**config.mk**
```make
export PLATFORM = sky130hd
export DESIGN_NAME = lru_replacement_order_unit
export DESIGN_NICKNAME = d
export VERILOG_FILES = /design/src/rtl/lrro_pkg.sv /design/src/rtl/lru_replacement_order_unit.sv /design/src/rtl/lrro_datapath.sv /design/src/rtl/lrro_ctrl.sv
export SDC_FILE = /design/constraint.sdc
export NUM_CORES = 1
export LEC_CHECK = 0
export BUFFER_PORTS_ARGS = -buffer_cell sky130_fd_sc_hd__buf_2
export CORE_MARGIN = 3
export CORE_UTILIZATION = 37
export CTS_CLUSTER_SIZE = 10
export DETAILED_ROUTE_END_ITERATION = 12
export RECOVER_POWER = 50
export SLEW_MARGIN = 20
export SYNTH_ARGS = -nofsm -noshare
export SYNTH_HDL_FRONTEND = slang
export SYNTH_SLANG_ARGS = --single-unit
```
**constraint.sdc**
```tcl
create_clock -name aclk -period 6.5 [get_ports aclk]
set_input_delay 1.625 -clock aclk [delete_from_list [all_inputs] [get_ports aclk]]
set_output_delay 1.625 -clock aclk [all_outputs]
set_load 0.01 [all_outputs]
```
**src/rtl/lrro_pkg.sv**
```systemverilog
// Package for the LRU replacement order unit: sizes, operation and status codes,
// the command and status structs shared by the controller and datapath, and the
// result struct. No dependencies.
package lrro_pkg;

    localparam int ENTRIES = 16;
    localparam int ID_BITS = 32;
    localparam int IDX_W   = $clog2(ENTRIES);
    localparam int CNT_W   = $clog2(ENTRIES + 1);
    localparam int OP_W    = 2;
    localparam int ST_W    = 3;

    // Result fields packed into m_tdata, padded to whole bytes.
    localparam int M_FIELDS_W = ID_BITS + 1 + ID_BITS + 1 + CNT_W;
    localparam int M_TDATA_W  = ((M_FIELDS_W + 7) / 8) * 8;
    localparam int S_TDATA_W  = ((ID_BITS + 7) / 8) * 8;

    typedef enum logic [OP_W-1:0] {
        OP_ADD    = 2'd0,
        OP_REMOVE = 2'd1,
        OP_TOUCH  = 2'd2,
        OP_PURGE  = 2'd3
    } op_t;

    typedef enum logic [ST_W-1:0] {
        ST_OK       = 3'd0,
        ST_DUP      = 3'd1,
        ST_NOTFOUND = 3'd2,
        ST_FULL     = 3'd3,
        ST_EMPTY    = 3'd4
    } status_t;

    // Controller to datapath.
    typedef struct packed {
        logic    capture;     // latch key and the lookup of the arriving item
        logic    commit;      // apply the update and load the result register
        logic    drop_en;     // close the gap at the drop position
        logic    drop_head;   // drop position is the least-recent slot
        logic    write_en;    // write the key at the most-recent end
        logic    write_last;  // write at fill-1 (after a drop) rather than at fill
        logic    fill_inc;
        logic    fill_dec;
        logic    victim_en;
        status_t status;
    } dp_cmd_t;

    // Datapath to controller.
    typedef struct packed {
        logic present;
        logic full;
        logic empty;
    } dp_stat_t;

    typedef struct packed {
        logic [CNT_W-1:0]   fill_count;
        logic               oldest_valid;
        logic [ID_BITS-1:0] oldest_id;
        logic               key_present;
        logic [ID_BITS-1:0] victim_id;
        status_t            status;
    } result_t;

endpackage

```
**src/rtl/lru_replacement_order_unit.sv**
```systemverilog
// Channel  Ports                      Item contents
// input    s_tvalid/s_tready          s_tuser: op; s_tdata: key
// result   m_tvalid/m_tready          m_tuser: status; m_tdata: result fields
//
// Each item is accepted in S_IDLE, where its key is looked up in all slots at once;
// in S_APPLY the recency stack is shifted or inserted and the result register loaded.
// The update waits while the previous result is still held and not yet taken.
// A new item is accepted while a finished result waits on the output.
// Reset (aresetn, synchronous) empties the store; slot contents are not cleared.
// Top level of the LRU replacement order unit; uses lrro_pkg, lrro_ctrl and
// lrro_datapath.
module lru_replacement_order_unit (
    input  logic                            aclk,
    input  logic                            aresetn,
    input  logic                            s_tvalid,
    output logic                            s_tready,
    input  logic [lrro_pkg::S_TDATA_W-1:0]  s_tdata,   // key
    input  logic [lrro_pkg::OP_W-1:0]       s_tuser,   // op
    output logic                            m_tvalid,
    input  logic                            m_tready,
    // victim_id, key_present, oldest_id, oldest_valid, fill_count, zero padding
    output logic [lrro_pkg::M_TDATA_W-1:0]  m_tdata,
    output logic [lrro_pkg::ST_W-1:0]       m_tuser    // status
);

    lrro_pkg::dp_cmd_t  cmd;
    lrro_pkg::dp_stat_t stat;
    lrro_pkg::result_t  result;

    lrro_ctrl u_ctrl (
        .aclk     (aclk),
        .aresetn  (aresetn),
        .s_tvalid (s_tvalid),
        .s_tready (s_tready),
        .op_in    (lrro_pkg::op_t'(s_tuser)),
        .m_tvalid (m_tvalid),
        .m_tready (m_tready),
        .stat     (stat),
        .cmd      (cmd)
    );

    lrro_datapath u_datapath (
        .aclk    (aclk),
        .aresetn (aresetn),
        .key_in  (s_tdata[lrro_pkg::ID_BITS-1:0]),
        .cmd     (cmd),
        .stat    (stat),
        .result  (result)
    );

    assign m_tdata = lrro_pkg::M_TDATA_W'({result.fill_count, result.oldest_valid,
                                           result.oldest_id, result.key_present,
                                           result.victim_id});
    assign m_tuser = result.status;

endmodule

```
**src/rtl/lrro_datapath.sv**
```systemverilog
// Datapath of the LRU replacement order unit: recency stack of ids, parallel key
// lookup, shift/insert update, fill level and result register. Uses lrro_pkg.
module lrro_datapath (
    input  logic                           aclk,
    input  logic                           aresetn,
    input  logic [lrro_pkg::ID_BITS-1:0]   key_in,
    input  lrro_pkg::dp_cmd_t              cmd,
    output lrro_pkg::dp_stat_t             stat,
    output lrro_pkg::result_t              result
);

    logic [lrro_pkg::ID_BITS-1:0] slot_reg  [lrro_pkg::ENTRIES];
    logic [lrro_pkg::ID_BITS-1:0] slot_next [lrro_pkg::ENTRIES];
    logic [lrro_pkg::ID_BITS-1:0] slot_up   [lrro_pkg::ENTRIES];
    logic [lrro_pkg::CNT_W-1:0]   fill_reg, fill_next;
    logic [lrro_pkg::ID_BITS-1:0] key_reg;
    logic [lrro_pkg::IDX_W-1:0]   pos_reg, pos_lookup, drop_pos, wr_idx;
    logic                         present_reg;
    logic [lrro_pkg::ENTRIES-1:0] hit;
    lrro_pkg::result_t            result_reg, result_next;

    // Ids held are always distinct, so at most one lane hits and an OR encode suffices.
    always_comb begin
        pos_lookup = '0;
        for (int i = 0; i < lrro_pkg::ENTRIES; i++) begin
            hit[i] = (lrro_pkg::CNT_W'(i) < fill_reg) && (slot_reg[i] == key_in);
            if (hit[i]) begin
                pos_lookup = pos_lookup | lrro_pkg::IDX_W'(i);
            end
        end
    end

    always_comb begin
        for (int i = 0; i < lrro_pkg::ENTRIES - 1; i++) begin
            slot_up[i] = slot_reg[i + 1];
        end
        slot_up[lrro_pkg::ENTRIES-1] = slot_reg[lrro_pkg::ENTRIES-1];
    end

    assign drop_pos = cmd.drop_head ? '0 : pos_reg;
    assign wr_idx   = cmd.write_last ? lrro_pkg::IDX_W'(fill_reg - 1'b1)
                                     : lrro_pkg::IDX_W'(fill_reg);

    always_comb begin
        for (int i = 0; i < lrro_pkg::ENTRIES; i++) begin
            if (cmd.write_en && (lrro_pkg::IDX_W'(i) == wr_idx)) begin
                slot_next[i] = key_reg;
            end else if (cmd.drop_en && (lrro_pkg::IDX_W'(i) >= drop_pos)) begin
                slot_next[i] = slot_up[i];
            end else begin
                slot_next[i] = slot_reg[i];
            end
        end
    end

    always_comb begin
        fill_next = fill_reg;
        if (cmd.fill_inc) begin
            fill_next = fill_reg + 1'b1;
        end else if (cmd.fill_dec) begin
            fill_next = fill_reg - 1'b1;
        end
    end

    always_comb begin
        result_next.status       = cmd.status;
        result_next.victim_id    = cmd.victim_en ? slot_reg[0] : '0;
        result_next.key_present  = present_reg;
        result_next.oldest_valid = (fill_next != '0);
        result_next.oldest_id    = (fill_next != '0) ? slot_next[0] : '0;
        result_next.fill_count   = fill_next;
    end

    always_ff @(posedge aclk) begin
        if (!aresetn) begin
            fill_reg <= '0;
        end else if (cmd.commit) begin
            fill_reg <= fill_next;
        end
    end

    always_ff @(posedge aclk) begin
        if (cmd.capture) begin
            key_reg     <= key_in;
            pos_reg     <= pos_lookup;
            present_reg <= |hit;
        end
        if (cmd.commit) begin
            for (int i = 0; i < lrro_pkg::ENTRIES; i++) begin
                slot_reg[i] <= slot_next[i];
            end
            result_reg <= result_next;
        end
    end

    assign stat.present = present_reg;
    assign stat.full    = (fill_reg == lrro_pkg::CNT_W'(lrro_pkg::ENTRIES));
    assign stat.empty   = (fill_reg == '0);
    assign result       = result_reg;

endmodule

```
**src/rtl/lrro_ctrl.sv**
```systemverilog
// Controller of the LRU replacement order unit: handshake state machine and
// decoding of each operation into datapath commands. Uses lrro_pkg.
module lrro_ctrl (
    input  logic                   aclk,
    input  logic                   aresetn,
    input  logic                   s_tvalid,
    output logic                   s_tready,
    input  lrro_pkg::op_t          op_in,
    output logic                   m_tvalid,
    input  logic                   m_tready,
    input  lrro_pkg::dp_stat_t     stat,
    output lrro_pkg::dp_cmd_t      cmd
);

    typedef enum logic [1:0] {
        S_IDLE  = 2'b01,
        S_APPLY = 2'b10
    } state_t;

    state_t        state_reg, state_next;
    lrro_pkg::op_t op_reg;
    logic          m_tvalid_reg, m_tvalid_next;
    logic          out_free, accept;

    assign out_free = !m_tvalid_reg || m_tready;
    assign s_tready = (state_reg == S_IDLE);
    assign accept   = s_tvalid && s_tready;

    always_comb begin
        cmd            = '0;
        cmd.status     = lrro_pkg::ST_OK;
        cmd.capture    = accept;
        state_next     = state_reg;
        m_tvalid_next  = m_tvalid_reg && !m_tready;
        unique case (state_reg)
            S_IDLE: begin
                if (accept) begin
                    state_next = S_APPLY;
                end
            end
            S_APPLY: begin
                // The update waits until the result register can take the new item.
                if (out_free) begin
                    cmd.commit    = 1'b1;
                    m_tvalid_next = 1'b1;
                    state_next    = S_IDLE;
                end
                unique case (op_reg)
                    lrro_pkg::OP_ADD: begin
                        if (stat.present) begin
                            cmd.status = lrro_pkg::ST_DUP;
                        end else if (stat.full) begin
                            cmd.status = lrro_pkg::ST_FULL;
                        end else begin
                            cmd.write_en = 1'b1;
                            cmd.fill_inc = 1'b1;
                        end
                    end
                    lrro_pkg::OP_REMOVE: begin
                        if (stat.present) begin
                            cmd.drop_en  = 1'b1;
                            cmd.fill_dec = 1'b1;
                        end else begin
                            cmd.status = lrro_pkg::ST_NOTFOUND;
                        end
                    end
                    lrro_pkg::OP_TOUCH: begin
                        if (stat.present) begin
                            cmd.drop_en    = 1'b1;
                            cmd.write_en   = 1'b1;
                            cmd.write_last = 1'b1;
                        end else begin
                            cmd.status = lrro_pkg::ST_NOTFOUND;
                        end
                    end
                    lrro_pkg::OP_PURGE: begin
                        if (stat.empty) begin
                            cmd.status = lrro_pkg::ST_EMPTY;
                        end else begin
                            cmd.drop_en   = 1'b1;
                            cmd.drop_head = 1'b1;
                            cmd.fill_dec  = 1'b1;
                            cmd.victim_en = 1'b1;
                        end
                    end
                    default: begin
                        cmd.status = lrro_pkg::ST_OK;
                    end
                endcase
            end
            default: begin
                state_next = S_IDLE;
            end
        endcase
    end

    always_ff @(posedge aclk) begin
        if (!aresetn) begin
            state_reg    <= S_IDLE;
            m_tvalid_reg <= 1'b0;
        end else begin
            state_reg    <= state_next;
            m_tvalid_reg <= m_tvalid_next;
        end
    end

    always_ff @(posedge aclk) begin
        if (accept) begin
            op_reg <= op_in;
        end
    end

    assign m_tvalid = m_tvalid_reg;

endmodule

```
==> flow_metrics.tcl <==
set metrics [dict create \
    viasPerCell 5.49 \
    setup_viol 0 \
    clock_path_buffers 3 \
    synth-simple-area-share 0.0597 \
    async_flop_share 0 \
    grt_pass1_wl_um 138000 \
    start_util 0.374 \
    synth_sequential_area_ratio 0.582 \
    clock.fmax_mhz 185 \
    r2r_end "u_datapath.slot_reg[10][22]" \
    avgSynthCellArea_sq_um 14.1 \
    synth_xor_area_frac 0.139 \
    grt_antenna_before_repair 3 \
    synthMuxAreaShare 0.165 \
    dpl.hpwl_um 71700 \
    period_minus_slack_ns 5.41 \
    crit_type "reg -> reg" \
    ys_top_cells_by_count "edfxtp_1 (625), mux2_2 (448), xor2_1 (348)" \
    powerDensity_nw_per_um2 241 \
    die_area_sq_um 91500 \
    worstMarginPinSlew_ns 3.13 \
    hold_path_class "reg -> reg" \
    status "finished, violations left" \
    synth_area_leaders "edfxtp_1 (58%), mux2_2 (16%), xor2_1 (9.4%)" \
    cts_setup_buffers 0 \
    critPathCaptureType "flip-flop" \
    core_sq_um 87000 \
    slew_viol_final 627 \
    ff2ff_setup_slack_ns 1.09 \
    synth_compound_area_frac 0.0270 \
    ir_drop_mv 0.156 \
    grt_pass1_vias 20137 \
    final_area_sq_um 36300 \
    holdPathEnd "u_ctrl.m_tvalid" \
    clk_pin_slew_ns 0.05 \
    drv_cap 24 \
    synth_top_family_by_area "multiplexers" \
    finalHoldViolations 0 \
    routed_wl_um 95200 \
    h-tree-depth 3 \
    port_buffers 113 \
    wl_per_cell_um 26.9 \
    grt_usage 0.206 \
    finalSetupTns_ns 0 \
    cp-start-kind "flip-flop" \
    fin_skew_ns 0.0298 \
    grt-ovfl-total 0 \
    drc 0 \
    reg2reg_depth 9 \
    yosysTopAreaCell "edfxtp_1" \
    synthFlopType "edfxtp_1" \
    min-delay-start "u_ctrl.m_tvalid" \
    synth_cell_types 57 \
    synth-seq-cells 633 \
    synth_top_area_frac 0.577 \
    rows 108 \
    clock_latency_ns 0.62 \
    syn_nets 2350 \
    cts_root_buf "clkbuf_16" \
    tritoncts "yes" \
    drive_gt1_frac 0.246 \
    syn_inst 2304 \
    synth_adder_area_share 0.00308 \
    fin_crit_sh 0.832 \
    grt_max_degree 68 \
    drtPass1Iterations 6 \
    place_area_sq_um 34300 \
    worstPathRequired_ns 6.72 \
    synthToLayoutAreaGrowth_pct 11.5 \
    die_x_um 303 \
    cts_resized 0 \
    rsz0062_at_grt "false" \
    r2r-start "u_datapath.fill_reg[0]" \
    largest_reg_flops 512 \
    yosys_warnings 0 \
    synth_edf_count 625 \
    routed-via-count 19456 \
    crit_fanout 33 \
    ctsHoldBuffers 0 \
    die_height_um 303 \
    relSlewSlack -1.09 \
    cts.sinks 633 \
    detail_route.iter0.violations 1647 \
    hold_path_depth 2 \
    crit_arrival_ns 5.63 \
    ios 115 \
    syn_area_sq_um 32500 \
    drtAntennaViolNets 0 \
    gp_congestion 0.988 \
    nets 2401 \
    p_leak_uw 0.0116 \
    yosysMostFrequentCell "edfxtp_1" \
    cts_inserted_buffers 76 \
    violations "capacitance limit, slew limit" \
]
## per-layer routing
layer  vias up  wire [um]  GRT usage
met5         -          0          0
met3       221       4980     0.0296
met1      9755      37800      0.251
li1       8681          -          -
met4         0       5650      0.107
met2       799      46800      0.357
## where the power goes
| group | switching [uW] | total, uW | internal, uW |
|---|---|---|---|
| sequential | 92.7 | 4560 | 4460 |
| combinational | 266 | 377 | 111 |
| clock | 1610 | 3820 | 2210 |
| total | 1970 | 8750 | 6780 |
## cell families (layout without fill, tap and decap cells)
logic type	Yosys count	after routing
AOI/OAI and AO/OA	133	133
xor gates and xnor gates	518	518
adders and majority gates	8	8
buffers and inverters	185	267
DFF	633	633
muxes	481	481
other	1	4
and+or+nand+nor	345	345
## area by class of cell
class / instances / area, sq um
clock buffer: 96 / 2020
fill: 8021 / 50800
tap: 1155 / 1450
antenna: 3 / 7.51
clock inverter: 13 / 115
multi-input combinational: 1486 / 13000
inverter: 10 / 38.8
sequential: 633 / 18900
timing repair buffer: 148 / 709
## through the flow
stage / instances / hold WS [ns] / power, uW / util / worst slack, ns
after floorplan: 2304 / 0.424 / 4820 / - / 0.932
after global placement: 3429 / 0.538 / 5010 / 0.393 / 1.84
after detailed placement: 3431 / 0.537 / 5020 / 0.394 / 1.83
after CTS: 3540 / 0.547 / 8820 / 0.418 / 1.79
after global routing: 3544 / 0.591 / 9010 / 0.417 / 0.739
final: 3544 / 0.549 / 8750 / 0.417 / 1.09
## critical path, cell delays in order, from the launching register on
cell	delay, ns
dfxtp_1	0.77
clkinv_1	0.44
ha_1	0.33
nor4bb_1	0.22
nor3_1	0.45
nand2_1	0.12
o21ai_0	0.59
nand2_1	0.13
clkbuf_1	0.78
a21oi_4	1.13
## layout by cell type (no fill, tap or decap), types with 33 or more instances in the layout
cell,Yosys,routed
nor4_1,94,94
clkbuf_1,101,137
mux2i_1,33,33
clkbuf_16,0,78
edfxtp_1,625,625
nand4_1,61,61
a21oi_1,58,44
xnor2_1,170,170
xor2_1,348,348
mux2_2,448,446
nor2_1,49,49
## worst max path at each step
stage / endpoint / from / slack [ns] / cells after the start
global route: u_datapath.slot_reg[1][18] / u_datapath.fill_reg[0] / 0.74 / 10
global placement: u_datapath.slot_reg[2][5] / u_datapath.fill_reg[0] / 1.84 / 6
floorplan: u_datapath.slot_reg[15][0] / m_tready / 0.93 / 4
detailed placement: u_datapath.slot_reg[2][4] / u_datapath.fill_reg[0] / 1.83 / 7
CTS: u_datapath.slot_reg[2][0] / u_datapath.fill_reg[0] / 1.79 / 7
finish: u_datapath.slot_reg[10][22] / u_datapath.fill_reg[0] / 1.09 / 9
(Power assumes the default switching activity.)
